--- config.mk ---
export PLATFORM = sky130hd
export DESIGN_NAME = pwm_duty_speed_command
export DESIGN_NICKNAME = d
export VERILOG_FILES = /design/src/hw/rtl/pdsc_pkg.sv /design/src/hw/rtl/pdsc_div.sv /design/src/hw/rtl/pdsc_queue.sv /design/src/hw/rtl/pdsc_front.sv /design/src/hw/rtl/pdsc_back.sv /design/src/hw/rtl/pwm_duty_speed_command.sv
export SDC_FILE = /design/constraint.sdc
export NUM_CORES = 2
export LEC_CHECK = 0
export ABC_AREA = 1
export BUFFER_PORTS_ARGS = -buffer_cell sky130_fd_sc_hd__buf_2
export CAP_MARGIN = 5
export CORE_MARGIN = 5
export CORE_UTILIZATION = 25
export DETAILED_ROUTE_END_ITERATION = 12
export PLACE_DENSITY = 0.46
export RECOVER_POWER = 50
export SYNTH_ARGS = -nofsm -noshare
export SYNTH_HDL_FRONTEND = slang
export SYNTH_HIERARCHICAL = 1
export SYNTH_SLANG_ARGS = --single-unit
--- constraint.sdc ---
create_clock -name clk -period 15.93 [get_ports clk]
set_clock_uncertainty 0.15 [all_clocks]
set_input_delay 2.3895 -clock clk [delete_from_list [all_inputs] [get_ports clk]]
set_output_delay 2.3895 -clock clk [all_outputs]
set_load 0.005 [all_outputs]
--- src/hw/rtl/pdsc_pkg.sv ---
`default_nettype none
package pdsc_pkg;

  // widest accumulated sum: sixteen full-scale samples
  localparam int SUM_MAX_W = 20;
  localparam int QDEPTH    = 2;
  localparam int DIV_STEPS = 32;
  localparam int CFG_IDX_W = 3;

  localparam logic [CFG_IDX_W-1:0] CFG_MIN_DUTY   = 3'd0;
  localparam logic [CFG_IDX_W-1:0] CFG_MAX_DUTY   = 3'd1;
  localparam logic [CFG_IDX_W-1:0] CFG_GAIN       = 3'd2;
  localparam logic [CFG_IDX_W-1:0] CFG_MIN_SPEED  = 3'd3;
  localparam logic [CFG_IDX_W-1:0] CFG_MAX_SPEED  = 3'd4;
  localparam logic [CFG_IDX_W-1:0] CFG_FULL_SCALE = 3'd5;
  localparam logic [CFG_IDX_W-1:0] CFG_MAX_PU     = 3'd6;
  localparam logic [CFG_IDX_W-1:0] CFG_DIR_VOTES  = 3'd7;

  localparam logic [16:0] Q15_ONE = 17'd32768;

  typedef struct packed {
    logic [15:0] high_count;
    logic [15:0] period_count;
    logic        dir_pin;
    logic        pwm_pin_level;
    logic        dir_check_enable;
  } pdsc_in_t;

  typedef struct packed {
    logic signed [15:0] target_speed;
    logic signed [15:0] target_speed_pu;
    logic               backward;
  } pdsc_out_t;

  typedef struct packed {
    logic [15:0] min_duty_q15;
    logic [15:0] max_duty_q15;
    logic [15:0] gain_factor;
    logic [14:0] min_speed;
    logic [14:0] max_speed;
    logic [14:0] full_scale_speed;
    logic [14:0] max_speed_pu;
    logic [7:0]  direction_votes;
  } pdsc_cfg_t;

  // one averaging request handed from front to back
  typedef struct packed {
    logic [SUM_MAX_W-1:0] high_sum;
    logic [SUM_MAX_W-1:0] period_sum;
    logic                 pin_level;
    logic                 polarity;
  } pdsc_job_t;

  typedef struct packed {
    logic        start;
    logic [31:0] dividend;
    logic [15:0] divisor;
  } pdsc_div_req_t;

  typedef struct packed {
    logic        done;
    logic [31:0] quotient;
  } pdsc_div_rsp_t;

endpackage
`default_nettype wire

--- src/hw/rtl/pdsc_div.sv ---
`default_nettype none
module pdsc_div
  import pdsc_pkg::*;
(
  input  wire logic          clk,
  input  wire logic          rst_n,
  input  wire pdsc_div_req_t req,
  output pdsc_div_rsp_t      rsp
);

  logic        busy_r, busy_nxt;
  logic        done_r, done_nxt;
  logic [4:0]  cnt_r, cnt_nxt;
  logic [16:0] rem_r, rem_nxt;
  logic [31:0] quo_r, quo_nxt;
  logic [15:0] dvs_r, dvs_nxt;
  logic [16:0] rem_shift;

  always_comb begin
    busy_nxt  = busy_r;
    done_nxt  = 1'b0;
    cnt_nxt   = cnt_r;
    rem_nxt   = rem_r;
    quo_nxt   = quo_r;
    dvs_nxt   = dvs_r;
    rem_shift = {rem_r[15:0], quo_r[31]};
    if (req.start) begin
      busy_nxt = 1'b1;
      cnt_nxt  = '0;
      rem_nxt  = '0;
      quo_nxt  = req.dividend;
      dvs_nxt  = req.divisor;
    end else if (busy_r) begin
      // restoring step: one quotient bit per cycle
      if (rem_shift >= {1'b0, dvs_r}) begin
        rem_nxt = rem_shift - {1'b0, dvs_r};
        quo_nxt = {quo_r[30:0], 1'b1};
      end else begin
        rem_nxt = rem_shift;
        quo_nxt = {quo_r[30:0], 1'b0};
      end
      cnt_nxt = cnt_r + 5'd1;
      if (cnt_r == 5'(DIV_STEPS - 1)) begin
        busy_nxt = 1'b0;
        done_nxt = 1'b1;
      end
    end
  end

  always_ff @(posedge clk) begin
    if (!rst_n) begin
      busy_r <= 1'b0;
      done_r <= 1'b0;
      cnt_r  <= '0;
    end else begin
      busy_r <= busy_nxt;
      done_r <= done_nxt;
      cnt_r  <= cnt_nxt;
    end
    rem_r <= rem_nxt;
    quo_r <= quo_nxt;
    dvs_r <= dvs_nxt;
  end

  assign rsp.done     = done_r;
  assign rsp.quotient = quo_r;

endmodule
`default_nettype wire

--- src/hw/rtl/pdsc_queue.sv ---
`default_nettype none
module pdsc_queue
  import pdsc_pkg::*;
(
  input  wire logic      clk,
  input  wire logic      rst_n,
  input  wire logic      push,
  input  wire pdsc_job_t push_data,
  output logic           full,
  input  wire logic      pop,
  output pdsc_job_t      pop_data,
  output logic           empty
);

  localparam int PTR_W = (QDEPTH > 1) ? $clog2(QDEPTH) : 1;
  localparam int CNT_W = $clog2(QDEPTH + 1);

  pdsc_job_t        slot_r [QDEPTH];
  logic [PTR_W-1:0] wr_ptr_r, wr_ptr_nxt;
  logic [PTR_W-1:0] rd_ptr_r, rd_ptr_nxt;
  logic [CNT_W-1:0] cnt_r, cnt_nxt;
  logic             do_push, do_pop;

  assign full     = (cnt_r == CNT_W'(QDEPTH));
  assign empty    = (cnt_r == '0);
  assign do_push  = push && !full;
  assign do_pop   = pop && !empty;
  assign pop_data = slot_r[rd_ptr_r];

  always_comb begin
    wr_ptr_nxt = wr_ptr_r;
    rd_ptr_nxt = rd_ptr_r;
    cnt_nxt    = cnt_r;
    if (do_push) begin
      wr_ptr_nxt = (wr_ptr_r == PTR_W'(QDEPTH - 1)) ? '0 : wr_ptr_r + PTR_W'(1);
    end
    if (do_pop) begin
      rd_ptr_nxt = (rd_ptr_r == PTR_W'(QDEPTH - 1)) ? '0 : rd_ptr_r + PTR_W'(1);
    end
    if (do_push && !do_pop) begin
      cnt_nxt = cnt_r + CNT_W'(1);
    end else if (do_pop && !do_push) begin
      cnt_nxt = cnt_r - CNT_W'(1);
    end
  end

  always_ff @(posedge clk) begin
    if (!rst_n) begin
      wr_ptr_r <= '0;
      rd_ptr_r <= '0;
      cnt_r    <= '0;
    end else begin
      wr_ptr_r <= wr_ptr_nxt;
      rd_ptr_r <= rd_ptr_nxt;
      cnt_r    <= cnt_nxt;
    end
    if (do_push) begin
      slot_r[wr_ptr_r] <= push_data;
    end
  end

endmodule
`default_nettype wire

--- src/hw/rtl/pdsc_front.sv ---
`default_nettype none
module pdsc_front
  import pdsc_pkg::*;
#(
  parameter int AVG_SAMPLES = 8,
  parameter int DIR_WINDOW  = 10
) (
  input  wire logic      clk,
  input  wire logic      rst_n,
  input  wire logic      in_push,
  input  wire pdsc_in_t  in_data,
  output logic           in_full,
  input  wire logic [7:0] direction_votes,
  output logic           q_push,
  output pdsc_job_t      q_data,
  input  wire logic      q_full
);

  localparam int CNT_W = $clog2(AVG_SAMPLES + 1);
  localparam int SUM_W = 16 + $clog2(AVG_SAMPLES);
  localparam int WIN_W = $clog2(DIR_WINDOW + 1);

  logic [CNT_W-1:0] cnt_r, cnt_nxt;
  logic [SUM_W-1:0] hsum_r, hsum_nxt;
  logic [SUM_W-1:0] psum_r, psum_nxt;
  logic [WIN_W-1:0] win_r, win_nxt;
  logic [WIN_W-1:0] fvote_r, fvote_nxt;
  logic [WIN_W-1:0] bvote_r, bvote_nxt;
  logic             pol_r, pol_nxt;
  logic             acc;
  logic             avg_due;

  assign avg_due = (cnt_r == CNT_W'(AVG_SAMPLES));
  // only the averaging item needs room in the queue
  assign in_full = q_full && avg_due;
  assign acc     = in_push && !in_full;

  always_comb begin
    win_nxt   = win_r;
    fvote_nxt = fvote_r;
    bvote_nxt = bvote_r;
    pol_nxt   = pol_r;
    if (acc && in_data.dir_check_enable) begin
      if (win_r < WIN_W'(DIR_WINDOW)) begin
        win_nxt = win_r + WIN_W'(1);
        if (in_data.dir_pin) begin
          bvote_nxt = bvote_r + WIN_W'(1);
        end else begin
          fvote_nxt = fvote_r + WIN_W'(1);
        end
      end else begin
        // decide, drop this pin sample, restart the window
        if (9'(fvote_r) >= {1'b0, direction_votes}) begin
          pol_nxt = 1'b0;
        end else if (9'(bvote_r) >= {1'b0, direction_votes}) begin
          pol_nxt = 1'b1;
        end
        win_nxt   = '0;
        fvote_nxt = '0;
        bvote_nxt = '0;
      end
    end
  end

  always_comb begin
    cnt_nxt  = cnt_r;
    hsum_nxt = hsum_r;
    psum_nxt = psum_r;
    q_push   = 1'b0;
    if (acc) begin
      if (!avg_due) begin
        cnt_nxt  = cnt_r + CNT_W'(1);
        hsum_nxt = hsum_r + SUM_W'(in_data.high_count);
        psum_nxt = psum_r + SUM_W'(in_data.period_count);
      end else begin
        cnt_nxt  = '0;
        hsum_nxt = '0;
        psum_nxt = '0;
        q_push   = 1'b1;
      end
    end
  end

  assign q_data.high_sum   = SUM_MAX_W'(hsum_r);
  assign q_data.period_sum = SUM_MAX_W'(psum_r);
  assign q_data.pin_level  = in_data.pwm_pin_level;
  assign q_data.polarity   = pol_nxt;

  always_ff @(posedge clk) begin
    if (!rst_n) begin
      cnt_r   <= '0;
      hsum_r  <= '0;
      psum_r  <= '0;
      win_r   <= '0;
      fvote_r <= '0;
      bvote_r <= '0;
      pol_r   <= 1'b0;
    end else begin
      cnt_r   <= cnt_nxt;
      hsum_r  <= hsum_nxt;
      psum_r  <= psum_nxt;
      win_r   <= win_nxt;
      fvote_r <= fvote_nxt;
      bvote_r <= bvote_nxt;
      pol_r   <= pol_nxt;
    end
  end

endmodule
`default_nettype wire

--- src/hw/rtl/pdsc_back.sv ---
`default_nettype none
module pdsc_back
  import pdsc_pkg::*;
#(
  parameter int AVG_SAMPLES = 8
) (
  input  wire logic          clk,
  input  wire logic          rst_n,
  input  wire pdsc_cfg_t     cfg,
  input  wire logic          q_empty,
  input  wire pdsc_job_t     q_data,
  output logic               q_pop,
  output pdsc_div_req_t      div_req,
  input  wire pdsc_div_rsp_t div_rsp,
  output logic               out_empty,
  input  wire logic          out_pop,
  output pdsc_out_t          out_data
);

  localparam logic [2:0] ST_IDLE = 3'd0;
  localparam logic [2:0] ST_HAVG = 3'd1;
  localparam logic [2:0] ST_PAVG = 3'd2;
  localparam logic [2:0] ST_DUTY = 3'd3;
  localparam logic [2:0] ST_MUL  = 3'd4;
  localparam logic [2:0] ST_LIN  = 3'd5;
  localparam logic [2:0] ST_PU   = 3'd6;

  // exact reciprocal of the sample count for any sum below 2**SUM_MAX_W
  localparam int AVG_SH = SUM_MAX_W + $clog2(AVG_SAMPLES);
  localparam int RCP_W  = SUM_MAX_W + 2;
  localparam int PRD_W  = SUM_MAX_W + RCP_W;
  localparam logic [RCP_W-1:0] AVG_RCP =
    RCP_W'(((64'd1 << AVG_SH) + 64'(AVG_SAMPLES) - 64'd1) / 64'(AVG_SAMPLES));

  logic [2:0]  state_r, state_nxt;
  pdsc_job_t   job_r, job_nxt;
  logic [15:0] havg_r, havg_nxt;
  logic [15:0] pavg_r, pavg_nxt;
  logic [16:0] comp_r, comp_nxt;
  logic [32:0] prod_r, prod_nxt;
  logic [14:0] mag_r, mag_nxt;
  logic        oval_r, oval_nxt;
  pdsc_out_t   odat_r, odat_nxt;

  logic [PRD_W-1:0] hprod, pprod;
  logic [16:0] min_ext, max_ext, diff;
  logic [22:0] lin;
  logic [14:0] pumag;
  logic [14:0] fs;
  logic        neg;

  assign hprod   = PRD_W'(job_r.high_sum) * PRD_W'(AVG_RCP);
  assign pprod   = PRD_W'(job_r.period_sum) * PRD_W'(AVG_RCP);
  assign min_ext = {1'b0, cfg.min_duty_q15};
  assign max_ext = {1'b0, cfg.max_duty_q15};
  assign diff    = comp_r - min_ext;
  assign fs      = (cfg.full_scale_speed == '0) ? 15'd1 : cfg.full_scale_speed;
  assign lin     = 23'(prod_r[32:15]) * 23'd10 + 23'(cfg.min_speed);
  assign pumag   = (div_rsp.quotient > 32'(cfg.max_speed_pu)) ? cfg.max_speed_pu
                                                             : div_rsp.quotient[14:0];
  assign neg     = job_r.polarity && (mag_r != '0);

  always_comb begin
    state_nxt = state_r;
    job_nxt   = job_r;
    havg_nxt  = havg_r;
    pavg_nxt  = pavg_r;
    comp_nxt  = comp_r;
    prod_nxt  = prod_r;
    mag_nxt   = mag_r;
    oval_nxt  = oval_r;
    odat_nxt  = odat_r;
    q_pop     = 1'b0;
    div_req   = '0;
    if (out_pop && oval_r) begin
      oval_nxt = 1'b0;
    end
    case (state_r)
      ST_IDLE: begin
        if (!q_empty && !oval_r) begin
          q_pop     = 1'b1;
          job_nxt   = q_data;
          state_nxt = ST_HAVG;
        end
      end
      ST_HAVG: begin
        havg_nxt  = hprod[AVG_SH +: 16];
        pavg_nxt  = pprod[AVG_SH +: 16];
        state_nxt = ST_PAVG;
      end
      ST_PAVG: begin
        if (pavg_r == '0) begin
          // no period seen: pin level picks stop or full speed
          oval_nxt = 1'b1;
          odat_nxt.backward = job_r.polarity;
          if (job_r.pin_level) begin
            odat_nxt.target_speed    = '0;
            odat_nxt.target_speed_pu = '0;
          end else begin
            odat_nxt.target_speed    = {1'b0, cfg.max_speed};
            odat_nxt.target_speed_pu = {1'b0, cfg.max_speed_pu};
          end
          state_nxt = ST_IDLE;
        end else if (havg_r >= pavg_r) begin
          comp_nxt  = '0;
          state_nxt = ST_MUL;
        end else begin
          div_req.start    = 1'b1;
          div_req.dividend = {1'b0, havg_r, 15'd0};
          div_req.divisor  = pavg_r;
          state_nxt        = ST_DUTY;
        end
      end
      ST_DUTY: begin
        if (div_rsp.done) begin
          comp_nxt  = Q15_ONE - {1'b0, div_rsp.quotient[15:0]};
          state_nxt = ST_MUL;
        end
      end
      ST_MUL: begin
        prod_nxt  = 33'(cfg.gain_factor) * 33'(diff);
        state_nxt = ST_LIN;
      end
      ST_LIN: begin
        if (comp_r < min_ext) begin
          mag_nxt = '0;
        end else if (comp_r > max_ext) begin
          mag_nxt = cfg.max_speed;
        end else if (lin > 23'd32767) begin
          mag_nxt = 15'h7fff;
        end else begin
          mag_nxt = lin[14:0];
        end
        div_req.start    = 1'b1;
        div_req.dividend = {2'b00, mag_nxt, 15'd0};
        div_req.divisor  = {1'b0, fs};
        state_nxt        = ST_PU;
      end
      ST_PU: begin
        if (div_rsp.done) begin
          oval_nxt          = 1'b1;
          odat_nxt.backward = job_r.polarity;
          odat_nxt.target_speed    = neg ? (16'd0 - {1'b0, mag_r}) : {1'b0, mag_r};
          odat_nxt.target_speed_pu = neg ? (16'd0 - {1'b0, pumag}) : {1'b0, pumag};
          state_nxt = ST_IDLE;
        end
      end
      default: begin
        state_nxt = ST_IDLE;
      end
    endcase
  end

  always_ff @(posedge clk) begin
    if (!rst_n) begin
      state_r <= ST_IDLE;
      oval_r  <= 1'b0;
    end else begin
      state_r <= state_nxt;
      oval_r  <= oval_nxt;
    end
    job_r  <= job_nxt;
    havg_r <= havg_nxt;
    pavg_r <= pavg_nxt;
    comp_r <= comp_nxt;
    prod_r <= prod_nxt;
    mag_r  <= mag_nxt;
    odat_r <= odat_nxt;
  end

  assign out_empty = !oval_r;
  assign out_data  = odat_r;

endmodule
`default_nettype wire

--- src/hw/rtl/pwm_duty_speed_command.sv ---
// Each result takes two passes of the 32-step divider, one pass when high time is not
//   below period and none for a zero period.
// Throughput: one request per cycle into the front while in_full is low; one result per
//   AVG_SAMPLES+1 requests; the back end works one job at a time behind a two-entry queue.
// Reset (synchronous, rst_n low): counts, sums and votes clear, direction forward,
//   registers return to their defaults, queue and result slot empty.
`default_nettype none
module pwm_duty_speed_command
  import pdsc_pkg::*;
#(
  parameter int AVG_SAMPLES = 8,
  parameter int DIR_WINDOW  = 10
) (
  input  wire logic                 clk,
  input  wire logic                 rst_n,
  input  wire logic                 in_push,
  input  wire pdsc_in_t             in_data,
  output logic                      in_full,
  output logic                      out_empty,
  input  wire logic                 out_pop,
  output pdsc_out_t                 out_data,
  input  wire logic                 cfg_we,
  input  wire logic [CFG_IDX_W-1:0] cfg_index,
  input  wire logic [15:0]          cfg_data
);

  pdsc_cfg_t     cfg_r, cfg_nxt;
  logic          q_push, q_full, q_pop, q_empty;
  pdsc_job_t     q_wdata, q_rdata;
  pdsc_div_req_t div_req;
  pdsc_div_rsp_t div_rsp;

  always_comb begin
    cfg_nxt = cfg_r;
    if (cfg_we) begin
      case (cfg_index)
        CFG_MIN_DUTY:   cfg_nxt.min_duty_q15     = cfg_data;
        CFG_MAX_DUTY:   cfg_nxt.max_duty_q15     = cfg_data;
        CFG_GAIN:       cfg_nxt.gain_factor      = cfg_data;
        CFG_MIN_SPEED:  cfg_nxt.min_speed        = cfg_data[14:0];
        CFG_MAX_SPEED:  cfg_nxt.max_speed        = cfg_data[14:0];
        CFG_FULL_SCALE: cfg_nxt.full_scale_speed = cfg_data[14:0];
        CFG_MAX_PU:     cfg_nxt.max_speed_pu     = cfg_data[14:0];
        CFG_DIR_VOTES:  cfg_nxt.direction_votes  = cfg_data[7:0];
        default: begin
          cfg_nxt = cfg_r;
        end
      endcase
    end
  end

  always_ff @(posedge clk) begin
    if (!rst_n) begin
      cfg_r.min_duty_q15     <= 16'd4915;
      cfg_r.max_duty_q15     <= 16'd21299;
      cfg_r.gain_factor      <= 16'd220;
      cfg_r.min_speed        <= 15'd0;
      cfg_r.max_speed        <= 15'd0;
      cfg_r.full_scale_speed <= 15'd1;
      cfg_r.max_speed_pu     <= 15'd32767;
      cfg_r.direction_votes  <= 8'd7;
    end else begin
      cfg_r <= cfg_nxt;
    end
  end

  pdsc_front #(
    .AVG_SAMPLES (AVG_SAMPLES),
    .DIR_WINDOW  (DIR_WINDOW)
  ) u_front (
    .clk             (clk),
    .rst_n           (rst_n),
    .in_push         (in_push),
    .in_data         (in_data),
    .in_full         (in_full),
    .direction_votes (cfg_r.direction_votes),
    .q_push          (q_push),
    .q_data          (q_wdata),
    .q_full          (q_full)
  );

  pdsc_queue u_queue (
    .clk       (clk),
    .rst_n     (rst_n),
    .push      (q_push),
    .push_data (q_wdata),
    .full      (q_full),
    .pop       (q_pop),
    .pop_data  (q_rdata),
    .empty     (q_empty)
  );

  pdsc_back #(
    .AVG_SAMPLES (AVG_SAMPLES)
  ) u_back (
    .clk       (clk),
    .rst_n     (rst_n),
    .cfg       (cfg_r),
    .q_empty   (q_empty),
    .q_data    (q_rdata),
    .q_pop     (q_pop),
    .div_req   (div_req),
    .div_rsp   (div_rsp),
    .out_empty (out_empty),
    .out_pop   (out_pop),
    .out_data  (out_data)
  );

  pdsc_div u_div (
    .clk   (clk),
    .rst_n (rst_n),
    .req   (div_req),
    .rsp   (div_rsp)
  );

endmodule
`default_nettype wire

==> flow_metrics.py <==
metrics = {
    "run_status": {
        "status": "finished with violations",
        "violations": "max-capacitance violations, max-slew violations",
    },
    "power": {
        "p_int_mw": 2.85,
        "peakVddDrop_uv": 111,
        "clock_power_share_pct": 26.9,
        "p_leak_nw": 18.6,
        "power.net_switching_mw": 1.93,
        "p_per_area_nw_per_um2": 120,
        "seq_power_share_pct": 29.6,
        "p_comb_share_pct": 43.5,
        "swShare_pct": 40.4,
    },
    "floorplanning": {
        "initial_utilization_pct": 25.1,
        "dieHeight_um": 390,
        "ios": 94,
        "num_rows": 139,
        "die_area_um2": 152000,
        "core_region_area_um2": 143000,
        "die_w_um": 390,
    },
    "layout": {
        "seq_area_um2": 12000,
        "final_nets": 5065,
        "design_area_um2": 40000,
        "final_cells": 6466,
        "antenna_cells": 0,
        "drive_above_1_share_pct": 7.89,
        "multi_input_comb_area_um2": 20400,
        "nFillCells": 15653,
        "area_growth_syn_to_layout_pct": 11.0,
    },
    "detailed_routing": {
        "postRouteAntennaNets": 0,
        "vias": 28777,
        "firstDrtPassIters": 5,
        "drc": 0,
        "wl_um": 108000,
        "drt_iter0_markers": 1855,
        "post_drt_wl_per_cell_um": 16.8,
        "viasPerCell": 4.45,
    },
    "grt": {
        "grtUsageTotal_pct": 14.0,
        "grt-ovfl-total": 0,
        "grt_start_max_net_pins": 57,
        "grt_pass1_wl_um": 167000,
        "antenna_found_initial": 5,
        "first_global_vias": 27779,
    },
    "yosys": {
        "synth_area_um2": 36000,
        "synth_area_per_cell_um2": 8.08,
        "ys_warn_count": 6,
        "syn_inst": 4460,
    },
    "timing": {
        "tns_ps": 0,
        "whs_ps": 262,
        "max_freq_mhz": 125,
        "finalMaxSlewViolations": 367,
        "tightest_slew_ps": 3290,
        "slew-limit-headroom_pct": -120,
        "setup_viol": 0,
        "hold_violations": 0,
        "layout_min_cycle_time_ps": 7980,
        "period_share_pct": 50.1,
        "rsz0062_at_grt": "no",
    },
    "clock_tree": {
        "holdBufCountCts": 0,
        "postCtsSetupBuffers": 0,
        "h-tree-depth": 2,
        "ctsResizeCount": 0,
        "clock_path_buffers": 3,
        "clkTransAtPathRegs_ps": 60,
        "tritoncts": "built",
        "insertion_delay_ps": 670,
        "cts_root_buf": "clkbuf_16",
        "cts_inserted_buffers": 56,
        "cts_sinks": 468,
    },
    "critical_path": {
        "cpLargestDelayFamily": "adder cells",
        "cp_data_required_time_ps": 16150,
        "critPathBufInv": 7,
        "cpMostUsedCell": "inv_1",
        "slowest_stage": "xor2_1",
        "critPathMaxFanout": 10,
        "timing_worst_setup_path_type": "reg -> reg",
        "end_kind": "register",
        "cp-start-kind": "register",
        "critical-path-max-stage-delay_ps": 650,
        "cp.arrival_ps": 8200,
    },
    "min_path": {
        "hold_class": "reg -> reg",
    },
    "place": {
        "gp_congestion": 0.877,
        "hpwl_um": 84400,
        "dpl_cell_area_um2": 38400,
        "port_buffers": 93,
        "placed_cells": 6360,
    },
    "job": {
        "max-cap-violations": 9,
    },
}
==> final cells by class <==
cell class	instances	share of cell area (%)
clock inverters	30	0.763
repair buffers	119	1.57
inverters	717	6.73
flip-flops and latches	468	30.1
well taps	1903	5.95
clock buffers	76	3.89
multi-input cells	3153	51.0
==> power groups by stage <==
stage,clock network [mW],logic [mW],registers [mW]
floorplan,0,1.54,1.42
global placement,0,2.09,1.44
detailed placement,0,2.09,1.44
CTS,1.33,2.11,1.42
global route,1.38,2.39,1.42
finish,1.29,2.08,1.42
==> registers in the layout (all words and copies together) (netlist names), 2 cells and up, named ones only <==
register         count
cfg_r              116
u_back/comp_r       17
u_back/havg_r       16
u_back/job_r        34
u_back/mag_r        15
u_back/out_data     33
u_back/pavg_r       16
u_back/prod_r       18
u_back/state_r       3
u_div/cnt_r          5
u_div/dvs_r         16
u_div/quo_r         32
u_div/rem_r         16
u_front/bvote_r      4
u_front/cnt_r        4
u_front/fvote_r      4
u_front/hsum_r      19
u_front/psum_r      19
u_front/win_r        4
u_queue/cnt_r        2
u_queue/slot_r      68
==> metrics by stage <==
| stage | power [mW] | setup slack [ps] | util, % |
|---|---|---|---|
| final | 4.79 | 7950 | 27.9 |
| after global routing | 5.19 | 7260 | 27.9 |
| after CTS | 4.86 | 7920 | 28.0 |
| after detailed placement | 3.53 | 8040 | 26.7 |
| after global placement | 3.54 | 8040 | 26.7 |
| after floorplan | 2.97 | 8790 | - |
==> worst paths after layout <==
path | from | endpoint | slack (ps) | cells after the start
max reg2reg | u_back/comp_r[2] | u_back/prod_r[26] | 7950 | 32
min | u_back/job_r[29] | u_back/havg_r[4] | 260 | 0
max | u_back/comp_r[2] | u_back/prod_r[26] | 7950 | 32
min reg2reg | u_back/job_r[29] | u_back/havg_r[4] | 260 | 0
==> routing by layer <==
layer  track usage [%]  up-vias  share of wire (%)
met5                 0        -              0.023
met4              4.28        4                3.1
met3              2.27      153                5.4
met2              21.7      671                 43
met1              19.9    13607                 48
li1                  -    14342                  -
==> cells in the final DEF (no fill, tap or decap), types with 21 or more instances in the layout <==
cell type	instances
nand2_2	42
nand4_1	27
edfxtp_1	265
clkbuf_16	57
a21oi_1	206
nand3_2	22
clkbuf_1	24
xor2_1	36
nor2_1	444
or2_2	21
fa_1	213
buf_2	90
nand3b_1	38
xnor2_1	30
inv_1	692
nand3_1	323
mux2_1	32
ha_1	278
nand2_1	1089
dfxtp_1	203
o21ai_0	130
nor3_1	36
(Power assumes the default switching activity.)
